File: src/rtl/core/sqc_pkg.sv
package sqc_pkg;

  localparam int CHAR_W          = 21;
  localparam int STACK_DEPTH_DEF = 10;

  // Typographic quotes
  localparam logic [CHAR_W-1:0] CP_LEFT_SINGLE  = 21'h02018;
  localparam logic [CHAR_W-1:0] CP_RIGHT_SINGLE = 21'h02019;
  localparam logic [CHAR_W-1:0] CP_LEFT_DOUBLE  = 21'h0201C;
  localparam logic [CHAR_W-1:0] CP_RIGHT_DOUBLE = 21'h0201D;

  // ASCII marks
  localparam logic [CHAR_W-1:0] CP_BACKTICK = 21'h00060;
  localparam logic [CHAR_W-1:0] CP_APOS     = 21'h00027;
  localparam logic [CHAR_W-1:0] CP_DQUOTE   = 21'h00022;
  localparam logic [CHAR_W-1:0] CP_LT       = 21'h0003C;
  localparam logic [CHAR_W-1:0] CP_GT       = 21'h0003E;

  localparam logic [CHAR_W-1:0] CP_DIGIT_0 = 21'h00030;
  localparam logic [CHAR_W-1:0] CP_DIGIT_9 = 21'h00039;
  localparam logic [CHAR_W-1:0] CP_UPPER_A = 21'h00041;
  localparam logic [CHAR_W-1:0] CP_UPPER_Z = 21'h0005A;
  localparam logic [CHAR_W-1:0] CP_LOWER_A = 21'h00061;
  localparam logic [CHAR_W-1:0] CP_LOWER_Z = 21'h0007A;

  typedef enum logic [1:0] {
    KIND_NONE   = 2'd0,
    KIND_SINGLE = 2'd1,
    KIND_DOUBLE = 2'd2
  } kind_t;

  typedef struct packed {
    logic [CHAR_W-1:0] char_in;
    logic              end_of_text;
  } in_item_t;

  typedef struct packed {
    logic [CHAR_W-1:0] char_out;
    logic              last_out;
    logic              nesting_full;
  } out_item_t;

  // One character ready for conversion, with its lookahead class
  typedef struct packed {
    logic [CHAR_W-1:0] ch;
    logic              next_alnum;
    logic              last;
  } job_t;

  function automatic kind_t quote_kind(input logic [CHAR_W-1:0] c);
    kind_t k;
    case (c) inside
      CP_BACKTICK, CP_APOS, CP_LEFT_SINGLE, CP_RIGHT_SINGLE: k = KIND_SINGLE;
      CP_DQUOTE, CP_LEFT_DOUBLE, CP_RIGHT_DOUBLE:            k = KIND_DOUBLE;
      default:                                               k = KIND_NONE;
    endcase
    return k;
  endfunction

  function automatic logic is_alnum(input logic [CHAR_W-1:0] c);
    return (c >= CP_DIGIT_0 && c <= CP_DIGIT_9) ||
           (c >= CP_UPPER_A && c <= CP_UPPER_Z) ||
           (c >= CP_LOWER_A && c <= CP_LOWER_Z);
  endfunction

endpackage

File: src/rtl/core/sqc_chan_if.sv
interface sqc_chan_if #(parameter type data_t = logic) ();
  logic  valid;
  logic  ready;
  data_t data;

  modport source (output valid, output data, input ready);
  modport sink   (input valid, input data, output ready);
endinterface

File: src/rtl/core/sqc_hold.sv
module sqc_hold
  import sqc_pkg::*;
(
  input  logic        clk,
  input  logic        rst,
  sqc_chan_if.sink    chars,
  output logic        job_valid,
  output job_t        job,
  input  logic        job_ready
);

  logic [CHAR_W-1:0] held_char;
  logic              held_valid;
  logic [CHAR_W-1:0] pend_char;
  logic              pend_valid;
  logic              slot_free;
  logic              accept;
  logic [CHAR_W-1:0] c;
  logic              eot;

  assign c          = chars.data.char_in;
  assign eot        = chars.data.end_of_text;
  assign slot_free  = !job_valid || job_ready;
  assign chars.ready = slot_free && !pend_valid;
  assign accept     = chars.valid && chars.ready;

  always_ff @(posedge clk) begin
    if (rst) begin
      held_valid <= 1'b0;
      pend_valid <= 1'b0;
      job_valid  <= 1'b0;
    end else begin
      if (job_valid && job_ready) begin
        job_valid <= 1'b0;
      end
      if (pend_valid && slot_free) begin
        // issue the final character that waited behind the held one
        job_valid  <= 1'b1;
        job        <= '{ch: pend_char, next_alnum: 1'b0, last: 1'b1};
        pend_valid <= 1'b0;
      end else if (accept) begin
        if (held_valid) begin
          job_valid <= 1'b1;
          job       <= '{ch: held_char, next_alnum: is_alnum(c), last: 1'b0};
          if (eot) begin
            pend_char  <= c;
            pend_valid <= 1'b1;
            held_valid <= 1'b0;
          end else begin
            held_char <= c;
          end
        end else if (eot) begin
          job_valid <= 1'b1;
          job       <= '{ch: c, next_alnum: 1'b0, last: 1'b1};
        end else begin
          held_char  <= c;
          held_valid <= 1'b1;
        end
      end
    end
  end

  a_pend_not_held: assert property (@(posedge clk) disable iff (rst)
    pend_valid |-> !held_valid)
    else $error("pending final char while a char is still held");

  a_pend_behind_job: assert property (@(posedge clk) disable iff (rst)
    pend_valid |-> job_valid)
    else $error("pending final char without a job ahead of it");

endmodule

File: src/rtl/core/sqc_conv.sv
module sqc_conv
  import sqc_pkg::*;
#(
  parameter int STACK_DEPTH = STACK_DEPTH_DEF,
  parameter int DEPTH_W     = $clog2(STACK_DEPTH + 1)
) (
  input  logic        clk,
  input  logic        rst,
  input  logic        job_valid,
  input  job_t        job,
  output logic        job_ready,
  sqc_chan_if.source  result
);

  logic                   in_tag;
  logic                   prev_alnum;
  logic [DEPTH_W-1:0]     depth;
  logic [STACK_DEPTH-1:0] stk;       // bit 0 is top of stack, 1 = double

  logic [DEPTH_W-1:0]     depth_next;
  logic                   in_tag_now;
  kind_t                  kind;
  logic                   closing;
  logic                   push;
  logic                   pop;
  logic [CHAR_W-1:0]      res;
  logic                   fire;

  assign job_ready = !result.valid || result.ready;
  assign fire      = job_valid && job_ready;

  always_comb begin
    kind       = quote_kind(job.ch);
    in_tag_now = (job.ch == CP_LT) ? 1'b1 : (job.ch == CP_GT) ? 1'b0 : in_tag;
    closing    = (depth != '0) &&
                 ((kind == KIND_SINGLE && !stk[0]) || (kind == KIND_DOUBLE && stk[0]));
    push       = 1'b0;
    pop        = 1'b0;
    res        = job.ch;
    if (!in_tag_now && kind != KIND_NONE) begin
      if (kind == KIND_SINGLE && prev_alnum && (!closing || job.next_alnum)) begin
        res = CP_RIGHT_SINGLE;
      end else if (closing) begin
        res = (kind == KIND_SINGLE) ? CP_RIGHT_SINGLE : CP_RIGHT_DOUBLE;
        pop = 1'b1;
      end else begin
        res  = (kind == KIND_SINGLE) ? CP_LEFT_SINGLE : CP_LEFT_DOUBLE;
        push = (depth != DEPTH_W'(STACK_DEPTH));
      end
    end
    if (push) begin
      depth_next = depth + DEPTH_W'(1);
    end else if (pop) begin
      depth_next = depth - DEPTH_W'(1);
    end else begin
      depth_next = depth;
    end
  end

  always_ff @(posedge clk) begin
    if (rst) begin
      in_tag       <= 1'b0;
      prev_alnum   <= 1'b0;
      depth        <= '0;
      result.valid <= 1'b0;
    end else begin
      if (result.valid && result.ready) begin
        result.valid <= 1'b0;
      end
      if (fire) begin
        result.valid <= 1'b1;
        result.data  <= '{char_out:     res,
                          last_out:     job.last,
                          nesting_full: (depth_next == DEPTH_W'(STACK_DEPTH))};
        if (job.last) begin
          in_tag     <= 1'b0;
          prev_alnum <= 1'b0;
          depth      <= '0;
        end else begin
          in_tag     <= in_tag_now;
          prev_alnum <= is_alnum(job.ch);
          depth      <= depth_next;
        end
      end
    end
  end

  // Quote kinds shift in at the top; entries at or above depth are dead
  always_ff @(posedge clk) begin
    if (fire && push) begin
      stk <= {stk[STACK_DEPTH-2:0], kind == KIND_DOUBLE};
    end else if (fire && pop) begin
      stk <= {stk[STACK_DEPTH-1], stk[STACK_DEPTH-1:1]};
    end
  end

  a_depth_bound: assert property (@(posedge clk) disable iff (rst)
    depth <= DEPTH_W'(STACK_DEPTH))
    else $error("quote stack depth beyond its size");

  a_last_clears: assert property (@(posedge clk) disable iff (rst)
    fire && job.last |=> depth == '0 && !in_tag && !prev_alnum)
    else $error("end of text did not clear the quote state");

  a_result_follows_job: assert property (@(posedge clk) disable iff (rst)
    fire |=> result.valid && result.data.last_out == $past(job.last))
    else $error("result did not follow the converted job");

endmodule

File: src/rtl/core/smart_quote_converter_core.sv
// Smart quote converter core.
//
// chars  (sink):   one Unicode code point per request, with end_of_text on
//                  the last character of a text. A request is taken when
//                  valid and ready are both high.
// result (source): the rewritten code point, last_out on the final
//                  character of the text, and nesting_full when the quote
//                  stack holds STACK_DEPTH open quotes after this character.
//
// Each character is held until the next one arrives, since that character
// decides between apostrophe and closing quote. A held character moves to
// the job register when the next request is taken, then to the result
// register. The final character of a text goes straight to the job
// register when nothing is held; after a held one it waits in a pending
// register. Throughput is one character per cycle while result is ready.
// A final character that arrives while another one is held yields two
// results, so the input stalls while it is pending. The quote stack is a
// shift register, so push and pop finish in the same cycle as the conversion.
//
// Reset clears the held character, tag and quote state, and empties both
// stages. When result stalls, one converted character waits in the result
// register and one more waits in the job register; then chars.ready drops.
module smart_quote_converter_core
  import sqc_pkg::*;
#(
  parameter int STACK_DEPTH = STACK_DEPTH_DEF
) (
  input  logic        clk,
  input  logic        rst,
  sqc_chan_if.sink    chars,
  sqc_chan_if.source  result
);

  localparam int DEPTH_W = $clog2(STACK_DEPTH + 1);

  logic job_valid;
  logic job_ready;
  job_t job;

  // Hold one character back and pair it with its lookahead
  sqc_hold u_hold (
    .clk       (clk),
    .rst       (rst),
    .chars     (chars),
    .job_valid (job_valid),
    .job       (job),
    .job_ready (job_ready)
  );

  // Rewrite quotes, track tags and the open-quote stack
  sqc_conv #(
    .STACK_DEPTH (STACK_DEPTH),
    .DEPTH_W     (DEPTH_W)
  ) u_conv (
    .clk       (clk),
    .rst       (rst),
    .job_valid (job_valid),
    .job       (job),
    .job_ready (job_ready),
    .result    (result)
  );

endmodule

File: src/flat_wrapper.sv
// flat-port wrapper written by rule: the top's interface ports become plain ports
module smart_quote_converter_core_flat import sqc_pkg::*;
#(
  parameter int STACK_DEPTH = STACK_DEPTH_DEF
)
  (clk, rst, chars_valid, chars_data, chars_ready, result_valid, result_data, result_ready);
  sqc_chan_if #(.data_t(in_item_t)) chars_i ();
  sqc_chan_if #(.data_t(out_item_t)) result_i ();
  input  logic clk;
  input  logic rst;
  input wire logic [$bits(chars_i.valid)-1:0] chars_valid;
  input wire logic [$bits(chars_i.data)-1:0] chars_data;
  output wire logic [$bits(chars_i.ready)-1:0] chars_ready;
  output wire logic [$bits(result_i.valid)-1:0] result_valid;
  output wire logic [$bits(result_i.data)-1:0] result_data;
  input wire logic [$bits(result_i.ready)-1:0] result_ready;
  assign chars_i.valid = chars_valid;
  assign chars_i.data = chars_data;
  assign chars_ready = chars_i.ready;
  assign result_valid = result_i.valid;
  assign result_data = result_i.data;
  assign result_i.ready = result_ready;
  smart_quote_converter_core #(.STACK_DEPTH(STACK_DEPTH)) u_core (.clk(clk), .rst(rst), .chars(chars_i), .result(result_i));
endmodule
File: config.mk
export PLATFORM = sky130hd
export DESIGN_NAME = smart_quote_converter_core_flat
export DESIGN_NICKNAME = d
export VERILOG_FILES = /design/src/rtl/core/sqc_pkg.sv /design/src/rtl/core/sqc_chan_if.sv /design/src/rtl/core/sqc_hold.sv /design/src/rtl/core/sqc_conv.sv /design/src/rtl/core/smart_quote_converter_core.sv /design/src/flat_wrapper.sv
export SDC_FILE = /design/constraint.sdc
export NUM_CORES = 1
export LEC_CHECK = 0
export BUFFER_PORTS_ARGS = -buffer_cell sky130_fd_sc_hd__buf_2
export CORE_MARGIN = 1.5
export CORE_UTILIZATION = 45
export CTS_CLUSTER_DIAMETER = 40
export DETAILED_ROUTE_END_ITERATION = 8
export PLACE_DENSITY_LB_ADDON = 0.12
export RECOVER_POWER = 100
export SLEW_MARGIN = 20
export SYNTH_ARGS = -nofsm -noshare
export SYNTH_HDL_FRONTEND = slang
export SYNTH_HIERARCHICAL = 1
export SYNTH_SLANG_ARGS = --single-unit
export TNS_END_PERCENT = 50
File: constraint.sdc
create_clock -name clk -period 8.8 [get_ports clk]
set_input_delay 0.88 -clock clk [delete_from_list [all_inputs] [get_ports clk]]
set_output_delay 0.88 -clock clk [all_outputs]
set_load 0.02 [all_outputs]
# After elaboration in Yosys (flattened, before gate mapping)
# Index checks and enable logic that the tools add are counted.
[totals]
register_bits = 108
input_bits = 26
output_inout_bits = 25
word_cells = 129
[classes]
addsub = 2
order_cmp = 12
n_eq_ne = 13
mux = 34
bitwise = 3
n_reduce_logical = 48
[ops]
columns = ["op", "count"]
rows = [
  ["two-way mux 23 bit", 4],
  ["== test 21 x 14 -> 1 bit (second input constant)", 4],
  ["== test 21 x 6 -> 1 bit (second input constant)", 4],
  ["greater-or-equal comparator 21 x 7 -> 1 bit (second input constant)", 4],
  ["<= comparator 21 x 7 -> 1 bit (second input constant)", 4],
  ["greater-or-equal comparator 21 x 6 -> 1 bit (second input constant)", 2],
  ["<= comparator 21 x 6 -> 1 bit (second input constant)", 2],
  ["== test 21 x 7 -> 1 bit (second input constant)", 1],
  ["two-way mux 21 bit", 1],
  ["logical AND 1 bit", 19],
  ["two-way mux 1 bit", 18],
  ["two-way mux 3 bit", 4],
  ["two-way mux 4 bit", 3],
  ["two-way mux 10 bit", 1],
  ["two-way mux 9 bit", 1],
  ["logical OR 1 bit", 8],
  ["nonzero test 2 bit", 4],
  ["logical NOT 1 bit", 6],
  ["AND reduction 3 bit", 2],
  ["AND reduction 5 bit", 1],
  ["adder 4 x 1 -> 4 bit (second input constant)", 1],
  ["== test 4 bit (second input constant)", 1],
  ["two-way mux 2 bit", 2],
  ["!= test 4 bit (second input constant)", 1],
  ["11 further kinds", 14],
]

# Depth between registers and ports, before layout
# Gate-level depths: netlist of run 1.
[logic_depth]
ltp_word = 16
depth_mapped = 10
ltp_nobuf = 10

# Hierarchy
# The synthesis of run 1 kept the hierarchy.
[modules_own_cells]
columns = ["mod", "instances", "cells_per_inst", "area_each_um2", "seq_area_each_um2"]
rows = [
  ["sqc_hold", 1, 177, 2688.8, 2011.9],
  ["sqc_conv", 1, 194, 2177.1, 1131.1],
]

# Worst setup path before layout of run 1
# No wires, ideal clock.
[synth_timing]
path_type = "in2reg"
startpoint = "input port result_ready"
endpoint = "register u_core.u_hold.pend_char[0] (enable)"
t_arrival_ps = 3316
path_slack_ps = 5059
path_stages = 5
n_path_buf = 0
path_cell_list = "nand2b_1 > and2b_1 > nor2_1 > nand2_1 > nor3_1"
[synth_via]
elab_chain_len = 5
[synth_lines]
columns = ["element", "line_no", "text"]
rows = [
  ["start: declaration", "flat_wrapper.sv:16", "input wire logic [$bits(result_i.ready)-1:0] result_ready;"],
  ["logical OR 1 bit", "sqc_conv.sv:29", "assign job_ready = !result.valid || result.ready;"],
  ["logical OR 1 bit", "sqc_hold.sv:23", "assign slot_free = !job_valid || job_ready;"],
  ["logical AND 1 bit", "sqc_hold.sv:24", "assign chars.ready = slot_free && !pend_valid;"],
  ["named net chars_ready", "flat_wrapper.sv:13", "output wire logic [$bits(chars_i.ready)-1:0] chars_ready;"],
  ["logical AND 1 bit", "sqc_hold.sv:25", "assign accept = chars.valid && chars.ready;"],
  ["AND reduction 5 bit (no line)", "--", ""],
  ["end signal: assignment", "sqc_hold.sv:46", "pend_char <= c;"],
  ["end: declaration", "sqc_hold.sv:14", "logic [CHAR_W-1:0] pend_char;"],
]
# The timed path passes the listed nets, and every way through them passes these cells.
# A chain may end at the register's enable or synchronous reset.

# Final worst setup path of run 1
[layout_timing]
startpoint = "register, netlist name u_core/u_hold/job[18]"
endpoint = "register u_core.u_conv.stk[6], data pin"
[layout_via]
elab_chain_len = 15
[layout_lines]
columns = ["element", "line_no", "text"]
rows = [
  ["== test 21 x 6 -> 1 bit or == test 21 x 14 -> 1 bit (tied branches)", "sqc_conv.sv:33", "kind = quote_kind(job.ch);"],
  ["OR reduction 3 bit", "sqc_pkg.sv:52", "case (c) inside"],
  ["two-way mux 2 bit (2 in a row)", "sqc_pkg.sv:52", ""],
  ["== test 2 x 1 -> 1 bit or == test 2 bit (tied branches)", "sqc_conv.sv:36, sqc_conv.sv:41", ""],
  ["logical AND 1 bit", "sqc_conv.sv:36", "((kind == KIND_SINGLE && !stk[0]) || (kind == KIND_DOUBLE && stk[0]));"],
  ["logical OR 1 bit", "sqc_conv.sv:36", ""],
  ["logical AND 1 bit", "sqc_conv.sv:35", "closing = (depth != '0) &&"],
  ["logical NOT 1 bit", "sqc_conv.sv:41", "if (kind == KIND_SINGLE && prev_alnum && (!closing || job.next_alnum)) begin"],
  ["logical OR 1 bit", "sqc_conv.sv:41", ""],
  ["logical AND 1 bit", "sqc_conv.sv:41", ""],
  ["two-way mux 1 bit", "sqc_conv.sv:41", ""],
  ["two-way mux 1 bit (*)", "sqc_conv.sv:40", "if (!in_tag_now && kind != KIND_NONE) begin"],
  ["logical AND 1 bit (*)", "sqc_conv.sv:90", "if (fire && push) begin"],
  ["two-way mux 10 bit (*)", "sqc_conv.sv:90", ""],
  ["end signal: assignment", "sqc_conv.sv:91", "stk <= {stk[STACK_DEPTH-2:0], kind == KIND_DOUBLE};"],
  ["end signal: assignment", "sqc_conv.sv:93", "stk <= {stk[STACK_DEPTH-1], stk[STACK_DEPTH-1:1]};"],
  ["end: declaration", "sqc_conv.sv:18", "logic [STACK_DEPTH-1:0] stk;"],
]
# Every way passes the cells marked *; elsewhere a longest branch is shown, timed or not. The select of a mux whose other input is x is not followed.

==> results by stage, run 1 <==
Global route:
- The first global-routing pass estimated ~14000 um of wire.
- The initial antenna violation count is 0.
- The via count of the first global-routing pass is around 2.7k.
- Global routing finished with a remaining overflow of 0.
- Entering global routing, the biggest net connects between 40 and 50 pins.
- Global routing consumed, over all layers together, around 16% of the routing resources.

Timing:
- Setup repair after global routing left no endpoint under its margin.
- The number of setup violations in the final report is 0.
- The maximum frequency from static timing analysis is approximately 230 MHz.
- The final worst-path setup slack is around 4.4 ns.
- For the final database, setup skew stands at 0.0155 ns.
- The worst max-slew margin expressed relative to the limit is -60.8%.
- For the pin with the worst max-slew slack, the measured transition is about 2.4 ns.
- Subtracting the final worst setup slack from the clock period gives between 4 and 5 ns.
- The share of the clock period used by the worst path after layout is 50.1%.
- The count of final max-slew check failures is 78.
- The number of hold violations in the final report is 0.
- The sum of negative setup slack is 0 ns.

Worst setup path:
- The type of the setup path with the least slack is reg -> reg.
- In this run the critical register-to-register path is captured at u_core/u_conv/stk[6].
- Of all nets on the critical path, the largest fanout is 9.
- The worst register-to-register path has a depth of 7.
- The critical path startpoint category is a flip-flop.
- The critical path arrival is 4.52 ns.
- STA puts the critical path data required time at just under 9 ns.
- STA classifies the critical path endpoint as a flip-flop.
- The register-to-register path setup slack is 4.39 ns.
- In this run the critical register-to-register path is launched from u_core/u_hold/job[18].

CTS:
- The total number of H-tree levels is 3.
- CTS placed an instance of sky130_fd_sc_hd__clkbuf_8 at the clock tree root.
- Once the clock tree was built, the resizer swapped 0 gates to a different size.
- The maximum buffer depth of the clock tree is 2.
- Buffers inserted during clock tree synthesis total 9.
- Buffers inserted to repair hold after CTS numbered 0.
- The clock tree from TritonCTS is yes.
- At the later pin of the worst-skew pair, clock insertion delay measures 0.36 ns.
- The clock transition at the registers of the reported paths is about 0.10 ns.
- The number of clock sinks seen by CTS is ~110.
- Once the clock tree was built, the setup fixing pass inserted 0 buffers.

Cells and area:
- The count of fill cells added during filler insertion is between 900 and 1k.
- The number of antenna diodes in the final layout is 0.
- Cells with a size suffix above 1 make up ~9% of the layout.
- The library cell used most frequently in the layout, excluding fill and tap cells, is sky130_fd_sc_hd__edfxtp_1.
- The final cell area excluding filler cells is 5240 um2.
- In the layout the commonest cells are 98 x sky130_fd_sc_hd__edfxtp_1, 52 x sky130_fd_sc_hd__clkbuf_1, 34 x sky130_fd_sc_hd__nand2_1.
- The number of standard cells in the final layout excluding fillers is between 500 and 600.
- The area growth from synthesis to final layout is 7.74%.
- For this run, the post-layout net count is approximately 440.

Drt:
- Using the TritonRoute via totals, the vias-per-cell ratio works out to 5.39.
- The total iterations of the first detailed-routing run is 4.
- The routed design has a little under 9000 um of wire.
- The detailed router placed approximately 3k vias in this run.
- The count of nets left with antenna violations after detail routing is 0.
- The DRC violation total after the first TritonRoute iteration is roughly 130.
- The remaining design rule violation count is 0.
- In the final routed layout, each cell accounts on average for between 15 and 20 um.

Yosys:
- The number of synthesis warnings is 6.
- The async set or reset register ratio after synthesis is 0%.
- Ranked by total cell area, the synthesized netlist is headed by sky130_fd_sc_hd__edfxtp_1 60%, sky130_fd_sc_hd__mux2i_1 4.7%, sky130_fd_sc_hd__dfxtp_1 4.1%.
- The post-synthesis average cell area is about 13 um2.
- The number of synthesized flops with an enable pin is a little under 100.
- The cell accounting for the most synthesized area is sky130_fd_sc_hd__edfxtp_1.
- Synthesis produced a netlist whose cell count is ~370.
- The number of library cell types mapped by synthesis is 57.
- The most common flop cell mapped by yosys is sky130_fd_sc_hd__edfxtp_1.
- The area share of the largest cell type after synthesis is ~60%.
- Counting every net in the synthesized netlist gives 400.
- The cell area after synthesis is slightly below 5000 um2.
- The synthesis-stage register bit count is 108.
- The share of the yosys chip area belonging to registers is about 65%.

Floorplanning:
- The top-level port count is 51.
- The initialized floorplan defines 37 standard-cell rows.
- The floorplan core area is around 10000 um2.
- The die outline area is about 11000 um2.
- The initial utilization of the core area, before any placement, comes to between 40% and 50%.
- The floorplan step set the die width to roughly 110 um.
- The die is between 100 and 150 um tall.

Place:
- The weighted congestion at the end of routability-driven global placement is between 0.9 and 1.
- OpenSTA, run right after detailed placement, puts the worst setup slack at 5.24 ns.
- In this run, placement finished with an instance count of 537.
- The count of buffers inserted at the top-level ports is 50.
- Once placement finished, the instance area stood at 5240 um2.
- The half-perimeter wire length after detailed placement is 6000 um.

Pwr:
- The leakage power summed over all cells is 0.00164 uW.
- Dividing total power by cell area gives a power density of between 150 and 200 nW/um2.
- The worst-case IR drop observed on VDD is around 71 uV.

Min path:
- The worst hold path terminates at u_core/u_conv/result.data[22].
- In this run the most critical hold path is launched from u_core/u_hold/job[22].
- Along the worst hold path, the cell count comes to 0.
- In this run the worst hold path is classified as reg -> reg.

Flow run:
- Across the run, the number of max-cap violations was 3.

Outcome:
- The run finished, with violations left.
- The final reports fail on max-capacitance violations, max-slew violations.
-- per-layer routing --
metal / up-vias / track usage [%] / routed length, um
li1: 1488 / - / -
met2: 73 / 22.8 / 3660
met4: 0 / 8.29 / 200
met1: 1405 / 24.0 / 4430
met3: 16 / 2.86 / 377
met5: - / 0 / 0
-- cell type report --
class                           instances  area [um2]  share of cell area, %
Clock buffer                           11         131                   2.51
Clock inverter                          5        35.0                  0.668
Tap cell                              136         170                   3.25
Multi-Input combinational cell        230        1520                   29.0
Inverter                                9        33.8                  0.644
Timing Repair Buffer                   54         210                   4.01
Sequential cell                       108        3140                   60.0
-- critical path: stages (launching register included) --
cell,delay [ns]
sky130_fd_sc_hd__edfxtp_1,0.41
sky130_fd_sc_hd__nor4_1,0.41
sky130_fd_sc_hd__nand4_1,0.25
sky130_fd_sc_hd__nor4_1,0.50
sky130_fd_sc_hd__mux2i_1,0.42
sky130_fd_sc_hd__o21ai_0,0.40
sky130_fd_sc_hd__nor4_1,1.33
sky130_fd_sc_hd__mux2_2,0.44
-- worst max-delay path by stage --
| stage | start | to | slack, ns | depth (start not counted) |
|---|---|---|---|---|
| 3_5_place_dp | u_core/u_hold/job[19] | u_core/u_conv/stk[4] | 5.24 | 8 |
| 6_report | u_core/u_hold/job[18] | u_core/u_conv/stk[6] | 4.39 | 7 |
| 3_3_place_gp | u_core/u_hold/job[19] | u_core/u_conv/stk[4] | 5.39 | 8 |
| 5_1_grt | u_core/u_hold/job[18] | u_core/u_conv/stk[4] | 3.93 | 7 |
| 2_1_floorplan | result_ready | u_core/u_hold/pend_char[0] | 5.06 | 5 |
| 4_1_cts | u_core/u_hold/job[19] | u_core/u_conv/stk[8] | 5.20 | 8 |
-- flip-flops by register name, summed over array words and instances (netlist names) --
name and flops:
u_core/u_conv/depth 4, u_core/u_conv/in_tag 1, u_core/u_conv/prev_alnum 1, u_core/u_conv/result.data 23, u_core/u_conv/result.valid 1, u_core/u_conv/stk 10
u_core/u_hold/held_char 21, u_core/u_hold/held_valid 1, u_core/u_hold/job 23, u_core/u_hold/job_valid 1, u_core/u_hold/pend_char 21, u_core/u_hold/pend_valid 1
-- report_power, final --
group | leakage [uW] | internal (uW) | switching, uW
Sequential | 0.000984 | 574 | 6.54
Combinational | 0.000568 | 17.1 | 37.2
Clock | 0.0000857 | 105 | 163
-- Yosys cell counts (3+ instances only) --
master,n
sky130_fd_sc_hd__ha_1,3
sky130_fd_sc_hd__nand4_1,6
sky130_fd_sc_hd__mux2i_1,23
sky130_fd_sc_hd__nor4b_1,3
sky130_fd_sc_hd__nor4_1,6
sky130_fd_sc_hd__buf_2,8
sky130_fd_sc_hd__nor4_2,4
sky130_fd_sc_hd__and2_1,3
sky130_fd_sc_hd__and3_1,3
sky130_fd_sc_hd__o21ai_0,16
sky130_fd_sc_hd__inv_1,9
sky130_fd_sc_hd__nand2b_1,5
sky130_fd_sc_hd__nor2_1,22
sky130_fd_sc_hd__nor3_1,9
sky130_fd_sc_hd__a21oi_1,13
sky130_fd_sc_hd__or3_1,3
sky130_fd_sc_hd__or2_2,3
sky130_fd_sc_hd__nor2b_1,4
sky130_fd_sc_hd__nand3_1,6
sky130_fd_sc_hd__dfxtp_1,10
sky130_fd_sc_hd__o21ai_1,12
sky130_fd_sc_hd__nand2_1,34
sky130_fd_sc_hd__edfxtp_1,98
sky130_fd_sc_hd__clkbuf_1,16
sky130_fd_sc_hd__mux2_2,12
-- stage by stage --
stage	utilization, %	hold slack, ns	power (uW)
final	50.3	0.463	902
after detailed placement	50.3	0.445	651
after global routing	50.3	0.478	936
after global placement	50.3	0.433	650
after floorplan	-	0.449	627
after CTS	51.9	0.469	914
-- cells by family after synthesis --
family                     Yosys count  synth area share [%]
xor gates and xnor gates             1                 0.180
AOI/OAI and AO/OA                   66                  9.41
adders and majority gates            3                 0.771
DFF                                108                  64.6
buffers and inverters               33                  2.75
muxes                               35                  7.51
and+or+nand+nor                    125                  14.8
Note: power is estimated with default switching activity, not from simulation.
==> inputs of run 2 (changes only) <==
- clock period: 8.8 -> 4 ns (I/O delays scaled with it)
==> run 2 against run 1 <==
The flow still finishes with violations (max-capacitance violations, max-slew violations). Fmax is 28% higher. Sequential cell count unchanged. Count of clock-buffer cells in the layout shrank 2. Critical path depth stayed put. Final area increased by 2.1%. Largest cell class unchanged. Combinational power up 120%. Worst setup slack lost 3.8 ns. Die area stayed put. Clock power grew to 2.7 times the previous value. First-iteration DRC count rose by 45%. Hold slack lost 0.18 ns.
==> results by stage, run 2 (same netlist as run 1, synthesis figures left out) <==
Cells and area:
- Relative to the synthesized area, the layout overhead comes to 9.95%.
- The post-route netlist has a little under an eighth of its cells at a drive strength greater than 1.
- Leaving out fill and tap cells, the most frequent cell in the layout is sky130_fd_sc_hd__edfxtp_1.
- The number of antenna cells inserted is 0.
- The largest registers in the layout are u_core/u_conv/result.data (23), u_core/u_hold/job (23).
- Once layout is done, the placed cells without fillers occupy between 5000 and 6000 um2.
- In the layout the commonest cells are 98 x sky130_fd_sc_hd__edfxtp_1, 50 x sky130_fd_sc_hd__clkbuf_1, 34 x sky130_fd_sc_hd__nand2_1.
- The total number of nets in the final design is ~440.

Timing:
- For the pin with the worst max-slew slack, the measured transition is roughly 1.8 ns.
- The number of setup violations in the final report is 0.
- The worst max-slew margin expressed relative to the limit is -20.1%.
- The maximum frequency from static timing analysis is about 290 MHz.
- The sum of negative setup slack is 0 ns.
- Clock skew on the completed layout was measured at between 0.01 and 0.015 ns.
- The final critical path takes up 85.9% of the cycle.
- For the finished layout, the period the worst path requires is roughly 3.4 ns.
- Setup repair after global routing left no endpoint under its margin.
- The count of final max-slew check failures is 51.
- The number of hold violations in the final report is 0.

Worst setup path:
- Traced cell by cell, the critical path runs through nor4_1 -> nand4_1 -> nor4_1 -> mux2i_1 -> o21ai_4 -> nor4_4 -> mux2_2.
- The capturing element type of the critical path is a flip-flop.
- Counting stages on the worst path, the most repeated cell is sky130_fd_sc_hd__nor4_1.
- The critical path startpoint category is a flip-flop.
- The endpoint of the worst register-to-register path is u_core/u_conv/stk[3].
- The worst register-to-register path has a depth of 7.
- On the critical path the largest part of the delay comes from simple AND/OR/NAND/NOR gates.
- The number of buffers and inverters on the critical path is 0.
- The biggest fanout along the worst timing path is 9.
- The register-to-register path setup slack is approximately 0.56 ns.
- Data arrives at the worst endpoint at approximately 3.6 ns.
- The critical path in this run is classified as reg -> reg.
- The launching point of the worst reg2reg path is u_core/u_hold/job[19].
- The worst endpoint required time is 4.12 ns.
- The worst stage delay on the critical path is around 0.54 ns.
- For this design, the slowest cell found on the critical path is sky130_fd_sc_hd__mux2i_1.

CTS:
- The clock drives about 110 sinks.
- No sink is reached through more buffers than the 2 on the longest clock path.
- The post-cts sizing count is 0.
- The number of hold buffers added after CTS was 0.
- The clock tree from TritonCTS is yes.
- Post-CTS timing repair inserted 0 buffers for setup.
- After clock tree synthesis, the clock-pin slew on the worst setup and hold paths is approximately 0.10 ns.
- The clock tree root buffer cell is sky130_fd_sc_hd__clkbuf_8.
- In this run, CTS created clock tree buffers numbering 9.
- For the worst-skew pair, the clock arrives at the later sink with an insertion delay of between 0.3 and 0.4 ns.
- The H-tree was split into 3 levels.

Drt:
- After detailed routing, the number of vias per cell comes to 5.43.
- The remaining design rule violation count is 0.
- The routed wire length per instance is around 16 um.
- The DRC violation total after the first TritonRoute iteration is between 150 and 200.
- The total iterations of the first detailed-routing run is 4.
- Detailed routing inserted a total of roughly 3.0k vias.
- The detail route stage leaves a number of antenna-violating nets equal to 0.
- Summed over all layers, the routed wires come to ~8900 um.

Pwr:
- The worst ir drop on vdd is about 170 uV.
- For this design the static power due to leakage is approximately 0.0017 uW.
- Power spread over the standard cell area amounts to between 300 and 400 nW/um2.

Global route:
- The initial antenna violation count is 0.
- The total congestion overflow after global routing is 0.
- The via count of the first global-routing pass is 2772.
- Entering global routing, the biggest net connects 44 pins.
- Global routing used approximately 16% of the available tracks.
- The global-route wire length before repair is 14200 um.

Floorplanning:
- The die covers between 10000 and 15000 um2.
- In this run the standard cell core region covers ~10000 um2.
- The top-level port count is 51.
- The die extent in x is roughly 110 um.
- The floorplan has 37 rows.
- For this configuration, the core starts out at a cell density of between 40% and 50%.
- The die height is around 110 um.

Flow run:
- Across the run, the number of max-cap violations was 2.

Min path:
- The class of the worst hold path is in -> reg.
- The worst hold path was traced through 2 stages.
- The hold path startpoint is chars_valid.
- The worst hold path terminates at u_core/u_hold/held_valid.

Place:
- The count of buffers inserted at the top-level ports is 50.
- The placed instances occupy a cell area of between 5000 and 6000 um2.
- The weighted congestion at the end of routability-driven global placement is ~0.92.
- The half-perimeter wire length after detailed placement is 6170 um.

Outcome:
- The final reports fail on max-capacitance violations, max-slew violations.
- The run finished, with violations left.
-- run 2: cell count changes in the layout (fill, tap and decap cells not counted), moves of 2 or more --
cell,delta
sky130_fd_sc_hd__bufinv_16,+2
sky130_fd_sc_hd__clkbuf_1,-2
sky130_fd_sc_hd__mux2_1,-2
sky130_fd_sc_hd__mux2_2,+2
-- run 2: area by class of cell --
class / instances / area [um2]
inverter: 9 / 33.8
timing repair buffer: 56 / 223
tap: 136 / 170
sequential: 108 / 3140
fill: 949 / 5070
clock buffer: 9 / 124
multi-input combinational: 230 / 1560
clock inverter: 7 / 97.6
-- run 2: report_power, final --
part           switching, uW  internal [uW]
sequential              14.7           1260
combinational           82.6           39.0
clock                    372            357
-- run 2: through the flow --
step / hold WS (ns) / total power (uW) / worst slack [ns] / instances / util (%)
2_1_floorplan: 0.449 / 1380 / 0.739 / 371 / -
3_3_place_gp: 0.433 / 1430 / 0.846 / 539 / 50.4
3_5_place_dp: 0.438 / 1430 / 0.719 / 539 / 50.4
4_1_cts: 0.227 / 2160 / 0.693 / 555 / 52.5
5_1_grt: 0.290 / 2210 / 0.261 / 555 / 51.4
6_report: 0.281 / 2130 / 0.565 / 555 / 51.4
-- run 2: worst max path at each step --
stage / startpoint / slack [ns] / endpoint / cells past startpoint
5_1_grt: u_core/u_hold/job[19] / 0.26 / u_core/u_conv/stk[8] / 7
3_3_place_gp: u_core/u_hold/job[19] / 0.85 / u_core/u_conv/stk[4] / 7
2_1_floorplan: result_ready / 0.74 / u_core/u_hold/pend_char[0] / 5
3_5_place_dp: u_core/u_hold/job[19] / 0.72 / u_core/u_conv/stk[8] / 7
4_1_cts: u_core/u_hold/job[19] / 0.69 / u_core/u_conv/stk[8] / 7
6_report: u_core/u_hold/job[19] / 0.56 / u_core/u_conv/stk[3] / 7
-- run 2: layer usage --
layer  global-route usage, %  part of all wire, %  vias up
met5                       0                    0        -
met4                    6.29                 0.57        0
met3                    3.16                  4.6        5
met2                    24.3                   45       71
met1                    23.4                   50     1438
li1                        -                    -     1498
-- run 2: worst reg2reg max path, stage by stage, from the launching register on --
cell and delay [ns]:
sky130_fd_sc_hd__edfxtp_1 0.41, sky130_fd_sc_hd__nor4_1 0.41, sky130_fd_sc_hd__nand4_1 0.26, sky130_fd_sc_hd__nor4_1 0.50, sky130_fd_sc_hd__mux2i_1 0.54, sky130_fd_sc_hd__o21ai_4 0.19, sky130_fd_sc_hd__nor4_4 0.47, sky130_fd_sc_hd__mux2_2 0.40
